File: config.mk
export PLATFORM = sky130hd
export DESIGN_NAME = stack_language_tokenizer
export DESIGN_NICKNAME = d
export VERILOG_FILES = /design/src/hdl/slt_pkg.sv /design/src/hdl/slt_lexer.sv /design/src/hdl/slt_outbuf.sv /design/src/hdl/stack_language_tokenizer.sv
export SDC_FILE = /design/constraint.sdc
export NUM_CORES = 1
export LEC_CHECK = 0
export BUFFER_PORTS_ARGS = -buffer_cell sky130_fd_sc_hd__clkbuf_2
export CAP_MARGIN = 25
export CORE_UTILIZATION = 45
export DETAILED_ROUTE_END_ITERATION = 8
export PLACE_DENSITY = 0.68
export SLEW_MARGIN = 25
export SYNTH_ARGS = -nofsm -noshare
export SYNTH_HDL_FRONTEND = slang
export SYNTH_SLANG_ARGS = --single-unit
File: constraint.sdc
create_clock -name clk -period 7.05 [get_ports clk]
set_clock_uncertainty 0.05 [all_clocks]
set_input_delay 0 -clock clk [delete_from_list [all_inputs] [get_ports clk]]
set_output_delay 0 -clock clk [all_outputs]
set_load 0.05 [all_outputs]
File: src/hdl/slt_pkg.sv
package slt_pkg;

	localparam int NKW = 14;

	localparam logic [3:0] M_IDLE    = 4'd0;
	localparam logic [3:0] M_COMMENT = 4'd1;
	localparam logic [3:0] M_IDENT   = 4'd2;
	localparam logic [3:0] M_STRING  = 4'd3;
	localparam logic [3:0] M_ESCAPE  = 4'd4;
	localparam logic [3:0] M_MINUS   = 4'd5;
	localparam logic [3:0] M_ZERO    = 4'd6;
	localparam logic [3:0] M_OCT     = 4'd7;
	localparam logic [3:0] M_DEC     = 4'd8;
	localparam logic [3:0] M_HEX     = 4'd9;
	localparam logic [3:0] M_OPWORD  = 4'd10;

	localparam logic [1:0] REC_TEXT     = 2'd0;
	localparam logic [1:0] REC_COMMENT  = 2'd1;
	localparam logic [1:0] REC_COMPLETE = 2'd2;
	localparam logic [1:0] REC_END      = 2'd3;

	localparam logic [2:0] CLS_IDENT   = 3'd0;
	localparam logic [2:0] CLS_KEYWORD = 3'd1;
	localparam logic [2:0] CLS_NUMBER  = 3'd2;
	localparam logic [2:0] CLS_DQUOTE  = 3'd3;
	localparam logic [2:0] CLS_SQUOTE  = 3'd4;
	localparam logic [2:0] CLS_OPWORD  = 3'd5;

	// keyword text right-justified: first char in the highest used byte
	localparam logic [63:0] KW_TEXT [NKW] = '{
		64'("func"), 64'("const"), 64'("var"), 64'("loop"), 64'("break"),
		64'("continue"), 64'("then"), 64'("else"), 64'("and"), 64'("or"),
		64'("ret"), 64'("pop"), 64'("dup"), 64'("goto")
	};
	localparam logic [3:0] KW_LEN [NKW] = '{
		4'd4, 4'd5, 4'd3, 4'd4, 4'd5, 4'd8, 4'd4, 4'd4, 4'd3, 4'd2, 4'd3, 4'd3, 4'd3, 4'd4
	};

	typedef struct packed {
		logic [1:0]         record_type;
		logic [7:0]         byte_value;
		logic [2:0]         token_class;
		logic [3:0]         keyword_index;
		logic signed [31:0] number_value;
		logic [10:0]        token_length;
		logic               length_overflow;
	} rec_t;

	typedef struct packed {
		logic [1:0] count;
		rec_t [2:0] recs;
	} batch_t;

	function automatic rec_t mk_rec(logic [1:0] rtype, logic [7:0] bval, logic [2:0] cls,
			logic [3:0] kw, logic [31:0] num, logic [10:0] len, logic ovf);
		rec_t r;
		r.record_type     = rtype;
		r.byte_value      = bval;
		r.token_class     = cls;
		r.keyword_index   = kw;
		r.number_value    = num;
		r.token_length    = len;
		r.length_overflow = ovf;
		return r;
	endfunction

	// drop keywords that cannot match with character c at position idx
	function automatic logic [NKW-1:0] kw_step(logic [NKW-1:0] mask, logic beyond,
			logic [2:0] idx, logic [7:0] c);
		logic [NKW-1:0] r;
		logic [5:0]     pos;
		r = mask;
		for (int k = 0; k < NKW; k++) begin
			pos = 6'(KW_LEN[k]) - 6'd1 - 6'(idx);
			if (beyond || {1'b0, idx} >= KW_LEN[k])
				r[k] = 1'b0;
			else if (KW_TEXT[k][{pos[2:0], 3'b000} +: 8] != c)
				r[k] = 1'b0;
		end
		return r;
	endfunction

endpackage

File: src/hdl/slt_lexer.sv
module slt_lexer #(
	parameter int MAX_TOKEN_LENGTH = 1024
) (
	input  logic           clk,
	input  logic           arst_n,
	input  logic           fire,
	input  logic [7:0]     chr,
	input  logic           eot,
	output slt_pkg::batch_t batch
);
	import slt_pkg::*;

	localparam int CW = $clog2(MAX_TOKEN_LENGTH + 1);
	localparam logic [CW-1:0] MAXC = CW'(MAX_TOKEN_LENGTH);

	localparam logic [1:0] CP_TEXT  = 2'd0;
	localparam logic [1:0] CP_IDENT = 2'd1;
	localparam logic [1:0] CP_NUM   = 2'd2;

	localparam logic [7:0] CH_LF   = 8'h0A;
	localparam logic [7:0] CH_HASH = 8'h23;
	localparam logic [7:0] CH_DQ   = 8'h22;
	localparam logic [7:0] CH_SQ   = 8'h27;
	localparam logic [7:0] CH_BSL  = 8'h5C;
	localparam logic [7:0] CH_MIN  = 8'h2D;
	localparam logic [7:0] CH_GT   = 8'h3E;
	localparam logic [7:0] CH_0    = 8'h30;

	logic [3:0]     mode_q, m;
	logic           qs_q, qs;
	logic [NKW-1:0] mask_q, mask;
	logic [CW-1:0]  cnt_q, cnt;
	logic [31:0]    acc_q, acc;
	logic           neg_q, neg;
	logic           ovf_q, ovf;

	logic [1:0]  n;
	rec_t [2:0]  recs;
	logic        isend, alpha, digit, octd, hexl, hexu, prt;
	logic [3:0]  dval, hval;
	logic        echo_en, id_push, cp_en, idl_en;
	logic [7:0]  echo_c;
	logic [1:0]  p_en;
	logic [7:0]  p_chr [2];
	logic [1:0]  cp_kind;
	logic [2:0]  cp_cls, qcls;
	logic [7:0]  esc_c;
	logic [7:0]  qchr;
	logic        kw_found;
	logic [3:0]  kw_idx;
	logic [31:0] nval;

	always_comb begin
		isend = eot || (chr == 8'd0);
		alpha = (chr >= 8'h61 && chr <= 8'h7A) || (chr >= 8'h41 && chr <= 8'h5A)
			|| chr == 8'h5F;
		digit = chr >= CH_0 && chr <= 8'h39;
		octd  = chr >= CH_0 && chr <= 8'h37;
		hexl  = chr >= 8'h61 && chr <= 8'h66;
		hexu  = chr >= 8'h41 && chr <= 8'h46;
		prt   = chr > 8'd32 && chr < 8'd128;
		dval  = 4'(chr - CH_0);
		hval  = digit ? dval : (hexl ? 4'(chr - 8'h57) : 4'(chr - 8'h37));
		qcls  = qs_q ? CLS_SQUOTE : CLS_DQUOTE;
		qchr  = qs_q ? CH_SQ : CH_DQ;
		case (chr)
			8'h30:   esc_c = 8'd0;
			8'h6E:   esc_c = 8'd10;
			8'h72:   esc_c = 8'd13;
			8'h74:   esc_c = 8'd9;
			default: esc_c = chr;
		endcase
	end

	always_comb begin
		m = mode_q; qs = qs_q; mask = mask_q; cnt = cnt_q;
		acc = acc_q; neg = neg_q; ovf = ovf_q;
		n = 2'd0;
		recs = '0;
		echo_en = 1'b0; echo_c = 8'd0; id_push = 1'b0;
		p_en = 2'b00; p_chr[0] = 8'd0; p_chr[1] = 8'd0;
		cp_en = 1'b0; cp_kind = CP_TEXT; cp_cls = CLS_IDENT; idl_en = 1'b0;
		kw_found = 1'b0; kw_idx = 4'd0; nval = 32'd0;

		case (mode_q)
			M_COMMENT: begin
				echo_en = 1'b1;
				if (isend) begin
					echo_c = CH_LF;
					idl_en = 1'b1;
				end else if (chr == CH_LF) begin
					echo_c = CH_LF;
					m = M_IDLE;
				end else begin
					echo_c = chr;
				end
			end
			M_IDENT: begin
				if (!isend && (alpha || digit)) begin
					id_push = 1'b1; p_en[0] = 1'b1; p_chr[0] = chr;
				end else begin
					cp_en = 1'b1; cp_kind = CP_IDENT; idl_en = 1'b1;
				end
			end
			M_STRING: begin
				if (isend) begin
					cp_en = 1'b1; cp_cls = qcls; idl_en = 1'b1;
				end else if (chr == qchr) begin
					cp_en = 1'b1; cp_cls = qcls; m = M_IDLE;
				end else if (chr == CH_BSL) begin
					m = M_ESCAPE;
				end else begin
					p_en[0] = 1'b1; p_chr[0] = chr;
				end
			end
			M_ESCAPE: begin
				p_en[0] = 1'b1;
				if (isend) begin
					p_chr[0] = 8'd0;
					cp_en = 1'b1; cp_cls = qcls; idl_en = 1'b1;
				end else begin
					p_chr[0] = esc_c;
					m = M_STRING;
				end
			end
			M_MINUS: begin
				if (!isend && digit) begin
					acc = {28'd0, dval};
					m = (chr == CH_0) ? M_ZERO : M_DEC;
				end else begin
					p_en[0] = 1'b1; p_chr[0] = CH_MIN;
					if (!isend && chr == CH_GT) begin
						p_en[1] = 1'b1; p_chr[1] = CH_GT;
						cp_en = 1'b1; cp_cls = CLS_OPWORD; m = M_IDLE;
					end else if (!isend && prt) begin
						p_en[1] = 1'b1; p_chr[1] = chr; m = M_OPWORD;
					end else begin
						cp_en = 1'b1; cp_cls = CLS_OPWORD; idl_en = 1'b1;
					end
				end
			end
			M_ZERO, M_OCT: begin
				if (mode_q == M_ZERO && !isend && chr == 8'h78) begin
					m = M_HEX;
				end else begin
					m = M_OCT;
					if (!isend && octd)
						acc = {acc_q[28:0], 3'b000} + {28'd0, dval};
					else begin
						cp_en = 1'b1; cp_kind = CP_NUM; idl_en = 1'b1;
					end
				end
			end
			M_DEC: begin
				if (!isend && digit)
					acc = {acc_q[28:0], 3'b000} + {acc_q[30:0], 1'b0} + {28'd0, dval};
				else begin
					cp_en = 1'b1; cp_kind = CP_NUM; idl_en = 1'b1;
				end
			end
			M_HEX: begin
				if (!isend && (digit || hexl || hexu))
					acc = {acc_q[27:0], 4'b0000} + {28'd0, hval};
				else begin
					cp_en = 1'b1; cp_kind = CP_NUM; idl_en = 1'b1;
				end
			end
			M_OPWORD: begin
				if (!isend && prt) begin
					p_en[0] = 1'b1; p_chr[0] = chr;
				end else begin
					cp_en = 1'b1; cp_cls = CLS_OPWORD; idl_en = 1'b1;
				end
			end
			default: idl_en = 1'b1;
		endcase

		if (echo_en) begin
			recs[n] = mk_rec(REC_COMMENT, echo_c, CLS_IDENT, 4'd0, 32'd0, 11'd0, 1'b0);
			n = n + 2'd1;
		end
		if (id_push)
			mask = kw_step(mask, cnt >= CW'(8), cnt[2:0], chr);
		for (int p = 0; p < 2; p++) begin
			if (p_en[p]) begin
				if (cnt < MAXC) begin
					recs[n] = mk_rec(REC_TEXT, p_chr[p], CLS_IDENT, 4'd0, 32'd0, 11'd0, 1'b0);
					n = n + 2'd1;
					cnt = cnt + CW'(1);
				end else begin
					ovf = 1'b1;
				end
			end
		end
		if (cp_en) begin
			case (cp_kind)
				CP_NUM: begin
					nval = neg ? (32'd0 - acc) : acc;
					recs[n] = mk_rec(REC_COMPLETE, 8'd0, CLS_NUMBER, 4'd0, nval, 11'd0, 1'b0);
				end
				CP_IDENT: begin
					for (int k = NKW - 1; k >= 0; k--) begin
						if (!ovf && mask[k] && cnt == CW'(KW_LEN[k])) begin
							kw_found = 1'b1;
							kw_idx = 4'(k);
						end
					end
					recs[n] = mk_rec(REC_COMPLETE, 8'd0, kw_found ? CLS_KEYWORD : CLS_IDENT,
						kw_idx, 32'd0, 11'(cnt), ovf);
				end
				default:
					recs[n] = mk_rec(REC_COMPLETE, 8'd0, cp_cls, 4'd0, 32'd0, 11'(cnt), ovf);
			endcase
			n = n + 2'd1;
		end
		if (idl_en) begin
			m = M_IDLE;
			if (isend) begin
				recs[n] = mk_rec(REC_END, 8'd0, CLS_IDENT, 4'd0, 32'd0, 11'd0, 1'b0);
				n = n + 2'd1;
				qs = 1'b0;
				mask = '1; cnt = '0; ovf = 1'b0; acc = 32'd0; neg = 1'b0;
			end else if (prt) begin
				mask = '1; cnt = '0; ovf = 1'b0; acc = 32'd0; neg = 1'b0;
				if (chr == CH_HASH) begin
					m = M_COMMENT;
					recs[n] = mk_rec(REC_COMMENT, chr, CLS_IDENT, 4'd0, 32'd0, 11'd0, 1'b0);
					n = n + 2'd1;
				end else if (chr == CH_DQ || chr == CH_SQ) begin
					m = M_STRING;
					qs = (chr == CH_SQ);
				end else if (digit) begin
					acc = {28'd0, dval};
					m = (chr == CH_0) ? M_ZERO : M_DEC;
				end else if (chr == CH_MIN) begin
					neg = 1'b1;
					m = M_MINUS;
				end else begin
					if (alpha) begin
						m = M_IDENT;
						mask = kw_step(mask, 1'b0, 3'd0, chr);
					end else begin
						m = M_OPWORD;
					end
					recs[n] = mk_rec(REC_TEXT, chr, CLS_IDENT, 4'd0, 32'd0, 11'd0, 1'b0);
					n = n + 2'd1;
					cnt = CW'(1);
				end
			end
		end
	end

	assign batch.count = n;
	assign batch.recs  = recs;

	always_ff @(posedge clk or negedge arst_n) begin
		if (!arst_n) begin
			mode_q <= M_IDLE;
			qs_q   <= 1'b0;
			mask_q <= '1;
			cnt_q  <= '0;
			acc_q  <= 32'd0;
			neg_q  <= 1'b0;
			ovf_q  <= 1'b0;
		end else if (fire) begin
			mode_q <= m;
			qs_q   <= qs;
			mask_q <= mask;
			cnt_q  <= cnt;
			acc_q  <= acc;
			neg_q  <= neg;
			ovf_q  <= ovf;
		end
	end

endmodule

File: src/hdl/slt_outbuf.sv
module slt_outbuf (
	input  logic            clk,
	input  logic            arst_n,
	input  logic            load,
	input  slt_pkg::batch_t batch,
	output logic            space,
	output logic            valid,
	input  logic            ready,
	output slt_pkg::rec_t   head,
	output logic            last
);
	import slt_pkg::*;

	rec_t [2:0] rec_q;
	logic [1:0] left_q;

	assign valid = left_q != 2'd0;
	assign last  = left_q == 2'd1;
	assign head  = rec_q[0];
	assign space = (left_q == 2'd0) || (left_q == 2'd1 && ready);

	always_ff @(posedge clk or negedge arst_n) begin
		if (!arst_n) begin
			left_q <= 2'd0;
		end else if (load) begin
			left_q <= batch.count;
		end else if (valid && ready) begin
			left_q <= left_q - 2'd1;
		end
	end

	always_ff @(posedge clk) begin
		if (load) begin
			rec_q <= batch.recs;
		end else if (valid && ready) begin
			rec_q[0] <= rec_q[1];
			rec_q[1] <= rec_q[2];
		end
	end

endmodule

File: src/hdl/stack_language_tokenizer.sv
// channel  dir  tdata                                   tuser        tlast
// s_axis   in   [7:0] char_byte                         -            end_of_text
// m_axis   out  byte, class, keyword, number, length,   record_type  last
//               overflow (packed from bit 0)
// One byte is taken per cycle while it causes at most one record and the output is
// not stalled; a byte that causes more records holds the input while the three-slot
// record buffer drains one transfer per cycle the receiver is ready. The next byte
// enters in the cycle the final record of the previous one leaves. Reset clears the
// lexer state and empties the buffer. Output stalls backpressure the input directly.
module stack_language_tokenizer #(
	parameter int MAX_TOKEN_LENGTH = 1024
) (
	input  logic        clk,
	input  logic        arst_n,
	input  logic        s_tvalid,
	output logic        s_tready,
	input  logic [7:0]  s_tdata,  // [7:0] char_byte
	input  logic        s_tlast,
	output logic        m_tvalid,
	input  logic        m_tready,
	output logic [63:0] m_tdata,  // byte_value, token_class, keyword_index, number_value,
	                              // token_length, length_overflow, zero pad
	output logic [1:0]  m_tuser,  // record_type
	output logic        m_tlast
);
	import slt_pkg::*;

	logic   fire;
	batch_t batch;
	rec_t   head;

	assign fire = s_tvalid && s_tready;

	slt_lexer #(
		.MAX_TOKEN_LENGTH(MAX_TOKEN_LENGTH)
	) u_lexer (
		.clk    (clk),
		.arst_n (arst_n),
		.fire   (fire),
		.chr    (s_tdata),
		.eot    (s_tlast),
		.batch  (batch)
	);

	slt_outbuf u_outbuf (
		.clk    (clk),
		.arst_n (arst_n),
		.load   (fire),
		.batch  (batch),
		.space  (s_tready),
		.valid  (m_tvalid),
		.ready  (m_tready),
		.head   (head),
		.last   (m_tlast)
	);

	assign m_tdata = {5'd0, head.length_overflow, head.token_length, head.number_value,
		head.keyword_index, head.token_class, head.byte_value};
	assign m_tuser = head.record_type;

	a_take_when_drained: assert property (@(posedge clk) disable iff (!arst_n)
		fire |-> (!m_tvalid || (m_tlast && m_tready)))
		else $error("byte taken while records pending");

	a_end_gives_record: assert property (@(posedge clk) disable iff (!arst_n)
		fire && s_tlast |=> m_tvalid)
		else $error("end of text produced no record");

	a_end_is_last: assert property (@(posedge clk) disable iff (!arst_n)
		m_tvalid && m_tuser == REC_END |-> m_tlast)
		else $error("end record not final for its byte");

	a_ovf_on_complete: assert property (@(posedge clk) disable iff (!arst_n)
		m_tvalid && m_tdata[58] |-> m_tuser == REC_COMPLETE)
		else $error("overflow flag outside token complete record");

endmodule

; Word-level counts from Yosys, hierarchy flattened
; Cells that the tools add are included.
[op_classes]
n_reduce_logical = 76
eq_ne = 66
bitwise_logic = 3
addsub = 20
n_mux = 247
shifts = 14
order_cmp = 26
[ops]
columns = cell, n
row1 = 2-to-1 mux 183 bit, 12
row2 = bitwise mux 183 bit, 7
row3 = variable part select 64 x 7 -> 8 bit (first input constant), 14
row4 = demux 61 bit (select 2 bit), 4
row5 = case mux 183 bit (2 select lines), 1
row6 = 2-to-1 mux 32 bit, 11
row7 = 2-to-1 mux 122 bit, 2
row8 = 2-to-1 mux 61 bit, 4
row9 = AND 177 bit, 1
row10 = inverter 177 bit, 1
row11 = 2-to-1 mux 4 bit, 38
row12 = 2-to-1 mux 14 bit, 10
row13 = case mux 32 bit (4 select lines), 1
row14 = inequality test 8 bit, 14
row15 = 2-to-1 mux 11 bit, 10
row16 = inequality test 7 x 8 -> 1 bit (first input constant), 13
row17 = 2-to-1 mux 1 bit, 100
row18 = adder 32 x 4 -> 32 bit, 3
row19 = 2-to-1 mux 8 bit, 11
row20 = 2-to-1 mux 60 bit, 1
row21 = logical AND 1 bit, 50
row22 = equality test 8 x 6 -> 1 bit (second input constant), 6
row23 = equality test 8 x 7 -> 1 bit (second input constant), 6
row24 = case mux 8 bit (5 select lines), 1
row25 = other kinds (62), 131
[totals]
in_bits = 13
reg_bits = 249
wordCells = 481
out_inout_bits = 69

; Depth between registers and ports, before layout
[depth]
word_depth = 44
depth_mapped = 25
depth_no_buf = 22

; Cells and area by module
; From an unflattened synthesis, not the netlist that was laid out.
[unflattened]
hier_cells = 2225
hier_area_um2 = 20050.5
[modules_own_cells]
columns = mod, n_inst, cells_each, seq_area_each_um2, area_each_um2
row1 = slt_lexer, 1, 1820, 1619.1, 12435.7
row2 = slt_outbuf, 1, 398, 5545.3, 7567.3
row3 = stack_language_tokenizer, 1, 7, 0.0, 47.5

; Least setup slack after synthesis
; OpenSTA, ideal clock, no wires.
[synth_path]
path_type = input -> register
from = input s_tdata[1]
to = register u_outbuf.rec_q (netlist bit u_outbuf.head[33]) (data pin)
required_time_ns = 6.734
stages = 24
setup_ns = 0.266
arrival_time_ns = 4.950
n_path_buf = 4
setup_slack_ns = 1.784
path_cell_list = clkbuf_1 clkinv_1 ha_1 nor3b_2 a21o_1 buf_2 o31ai_1 o2111a_4 buf_2 nor2_1 a21oi_1 inv_1 ha_1 o21ai_0 inv_1 ha_1 mux2_2 inv_1 ha_1 nand3_1 and3_1 nand2_1 clkbuf_1 o21ai_0
[synth_between]
elab_chain_len = 28
elab_cells_between_ends = 136
cone_classes = add/sub: 9 / order compare: 18 / eq/ne: 11 / mux: 69 / bitwise: 2 / reduce/logical: 27
[synth_lines]
columns = element, line
row1 = start: declaration, stack_language_tokenizer.sv:17  ; input logic [7:0] s_tdata,
row2 = "parallel branches: the longest is 26 deep, another holds adder 32 x 4 -> 32 bit", -
row3 = 2-to-1 mux 183 bit *, slt_lexer.sv:216  ; if (idl_en) begin
row4 = 2-to-1 mux 122 bit *, slt_outbuf.sv:33  ; if (load) begin
row5 = end signal: assignment, slt_outbuf.sv:34  ; rec_q <= batch.recs;
row6 = end: declaration, slt_outbuf.sv:14  ; rec_t [2:0] rec_q;
; Every way passes the cells marked *.
; A chain may end at the register's enable or synchronous reset.

; Worst setup path after layout
[layout_path]
from = register u_lexer.mode_q[2]
to = register u_outbuf.rec_q (netlist bit u_outbuf.head[45]) (data pin)
[layout_between]
elab_chain_len = 36
elab_cells_between_ends = 133
cone_classes = add/sub: 4 / order compare: 9 / eq/ne: 17 / mux: 66 / bitwise: 2 / reduce/logical: 35
[layout_lines]
columns = element, line
row1 = start: declaration, slt_lexer.sv:29  ; logic [3:0] mode_q, m;
row2 = start signal: assignment, slt_lexer.sv:266  ; mode_q <= m;
row3 = "parallel branches: the longest is 34 deep, another holds adder 11 x 1 -> 11 bit", -
row4 = 2-to-1 mux 183 bit *, slt_lexer.sv:216
row5 = 2-to-1 mux 122 bit *, slt_outbuf.sv:33
; Every way passes the cells marked *. The select of a mux whose other input is x is not followed.

==> flow_metrics.py <==
metrics = {
    "finish": {
        "layout_common_cells": "nand2_1 (284), nor2_1 (213), o21ai_0 (201)",
        "final_common_cell": "nand2_1",
        "area_delta_synth_final_pct": 5.815,
        "fin_nets": 2300,
        "drive_gt1_share_pct": 9.846,
        "finish.utilization_pct": 48.58,
        "antennaDiodeCount": 0,
        "final_cells": 2743,
    },
    "place": {
        "port-buffer-count": 76,
        "gp_congestion": 1.038,
        "dp_slack_ps": 967.1,
        "place_inst": 2693,
        "dpl.hpwl_mm": 43.79,
    },
    "routing": {
        "vias_per_cell": 6.327,
        "vias": 17360,
        "routed_wirelength_mm": 59.84,
        "post_drt_wl_per_cell_um": 21.82,
        "drt_pass1_iterations": 5,
        "drc": 0,
        "ant_nets": 0,
        "drtIter0Drc": 1781,
    },
    "sta": {
        "final.setup.worst_slack_ps": 1173,
        "fmax_mhz": 170.1,
        "final_hold_viol_count": 0,
        "setup_violations": 0,
        "layout_min_cycle_time_ps": 5877,
        "setup_tns_ps": 0,
        "grt_setup_unrepaired": "no",
        "maxSlewHeadroom_pct": 27.32,
        "slew_violations": 0,
        "tightest_slew_ps": 1090,
        "finalCritPeriodShare_pct": 83.37,
    },
    "clocking": {
        "clkLatencyLatePin_ps": 560,
        "cts.root.buffer_cell": "clkbuf_16",
        "path_clk_slew_ps": 60,
        "htree_levels": 1,
        "cts_resized": 0,
        "cts_tree": "done",
        "cts.sinks": 249,
        "clock_tree.buffer_depth": 3,
        "cts_buffers": 26,
    },
    "critical_path": {
        "crit_path_end_kind": "register",
        "crit_fanout": 14,
        "start_kind": "register",
        "worstSetupPathType": "reg -> reg",
        "required_ps": 7400,
        "cp.arrival_ps": 6220,
    },
    "floorplanning": {
        "dieHeight_um": 209.3,
        "die_area_um2": 43820,
        "rows": 75,
        "die_w_um": 209.3,
        "start_util_pct": 45.91,
        "boundaryPins": 82,
        "core_um2": 42130,
    },
    "logic_synthesis": {
        "yosysTopAreaCell": "edfxtp_1",
        "ys_types": 107,
        "synthCells": 2247,
        "ys_warn_count": 0,
        "ys_seq_area_share_pct": 37.04,
        "synth_top_area_share_pct": 28.41,
        "synth-seq-cells": 249,
        "synthArstFlopShare_pct": 26.51,
        "synthesis.area_um2": 19340,
        "synthFlopType": "edfxtp_1",
        "synth_top_cells_by_area": "edfxtp_1 (28%), dfrtp_1 (6.7%), ha_1 (6.5%)",
        "synth_edf_count": 183,
        "syn_area_per_cell_um2": 8.609,
    },
    "pwr": {
        "peakVddDrop_uv": 278.9,
        "power_mw": 7.996,
        "powerDensity_nw_per_um2": 390.7,
        "p_leak_nw": 8.008,
    },
    "global_route": {
        "grt_pass1_vias": 16170,
        "grt_pass1_wl_mm": 93.76,
        "gr-usage-all-layers_pct": 26.87,
        "grt_max_degree": 127,
        "grt_overflow": 0,
        "antenna_found_initial": 0,
    },
    "run_status": {
        "status": "finished, final reports clean",
    },
    "flow_run": {
        "cap_violations": 0,
    },
    "min_path": {
        "hp-class": "in -> reg",
    },
}
-- state kept, by name, indices dropped and copies added (netlist names) --
name,flops
u_lexer.mask_q,14
u_lexer.neg_q,1
u_outbuf.rec_q,122
u_lexer.mode_q,4
u_lexer.qs_q,1
u_lexer.acc_q,32
u_lexer.cnt_q,11
u_lexer.ovf_q,1
u_outbuf.left_q,2
u_outbuf.head,61
-- power breakdown --
part           internal [mW]  switching [mW]
clock                  0.708           0.582
sequential              2.21           0.313
combinational           1.18            3.01
-- per-stage QoR --
| step | cell area (um2) | hold WS [ps] |
|---|---|---|
| floorplan | 19360 | -345.6 |
| global placement | 19650 | -110.5 |
| detailed placement | 19660 | -104.6 |
| CTS | 20470 | 32.77 |
| global route | 20470 | 64.75 |
| finish | 20470 | 72.37 |
-- routing by layer --
metal	wire length, um	share of wire (%)	GRT usage [%]	up-vias
met5	0	0	0	-
met2	26990	45	42.40	728
met4	2089	3.5	8.747	0
li1	-	-	-	8084
met1	26610	44	38.39	8427
met3	4155	6.9	3.067	116
-- what timing repair did --
item / CTS / global route
hold endpoints to repair: 54 / 0
hold buffers: 3 / 0
buffers inserted: 0 / 0
-- worst max-delay path, stage by stage (launching register included) --
cell and delay [ps]:
dfrtp_1 620, nand2b_1 320, nor2_1 470, o31ai_1 250, o2111a_4 250, nor2_1 570, xnor2_1 340, ha_1 270
nand2_1 80, a311oi_2 490, o21ai_0 300, o31ai_1 440, nand3_1 140, nor2_1 550, o311ai_1 320, o21ai_0 240
-- cells in the mapped netlist (10+ instances only) --
cell type,number
nand2_1,285
nor2_1,213
o21ai_0,204
edfxtp_1,183
clkbuf_1,115
ha_1,100
a21oi_1,90
nand3_1,79
xnor2_1,68
buf_4,66
inv_1,58
dfrtp_1,52
nor3_1,49
xor2_1,49
a21o_1,36
a31oi_1,35
and2_1,32
o31ai_1,30
nand4_1,28
o22ai_1,26
a221oi_1,24
and3_1,21
a22o_1,20
nor2b_1,20
o211ai_1,17
o21ai_1,16
buf_1,15
nand2b_1,15
dfstp_2,14
nor4_1,14
o21a_1,13
buf_2,12
a211oi_1,11
mux2i_1,10
-- cell families (layout without fill, tap and decap cells) --
group	Yosys count	count (layout)	share of synthesized area, %
other cells	1	6	0.01939
fa+ha+maj	102	102	6.675
mux	17	17	0.9832
flops	249	249	37.04
xor+xnor	117	117	5.298
buf+inv	276	228	6.831
simple gates	831	831	20.36
compound gates	654	654	22.80
-- area by class of cell --
class                   count  area (um2)
well taps                 539       674.4
inverters                  65       245.2
flip-flops and latches    249        7164
fillers                  4059       21670
repair buffers            116       688.2
clock buffers              35       714.4
multi-input cells        1727       10920
clock inverters            12       66.31
-- worst paths after layout --
check | slack, ps | cells past startpoint | start | end
worst max-delay path | 1170 | 15 | u_lexer.mode_q[2] | u_outbuf.head[45]
worst min-delay path | 70 | 3 | s_tdata[1] | u_outbuf.rec_q[174]
worst max register to register | 1170 | 15 | u_lexer.mode_q[2] | u_outbuf.head[45]
worst min register to register | 420 | 2 | u_lexer.mask_q[5] | u_lexer.mask_q[5]
max in group asynchronous | 5830 | 3 | arst_n | u_outbuf.left_q[1]
min in group asynchronous | 90 | 3 | arst_n | u_lexer.cnt_q[3]
No activity file was read; power rests on OpenSTA's default activity.
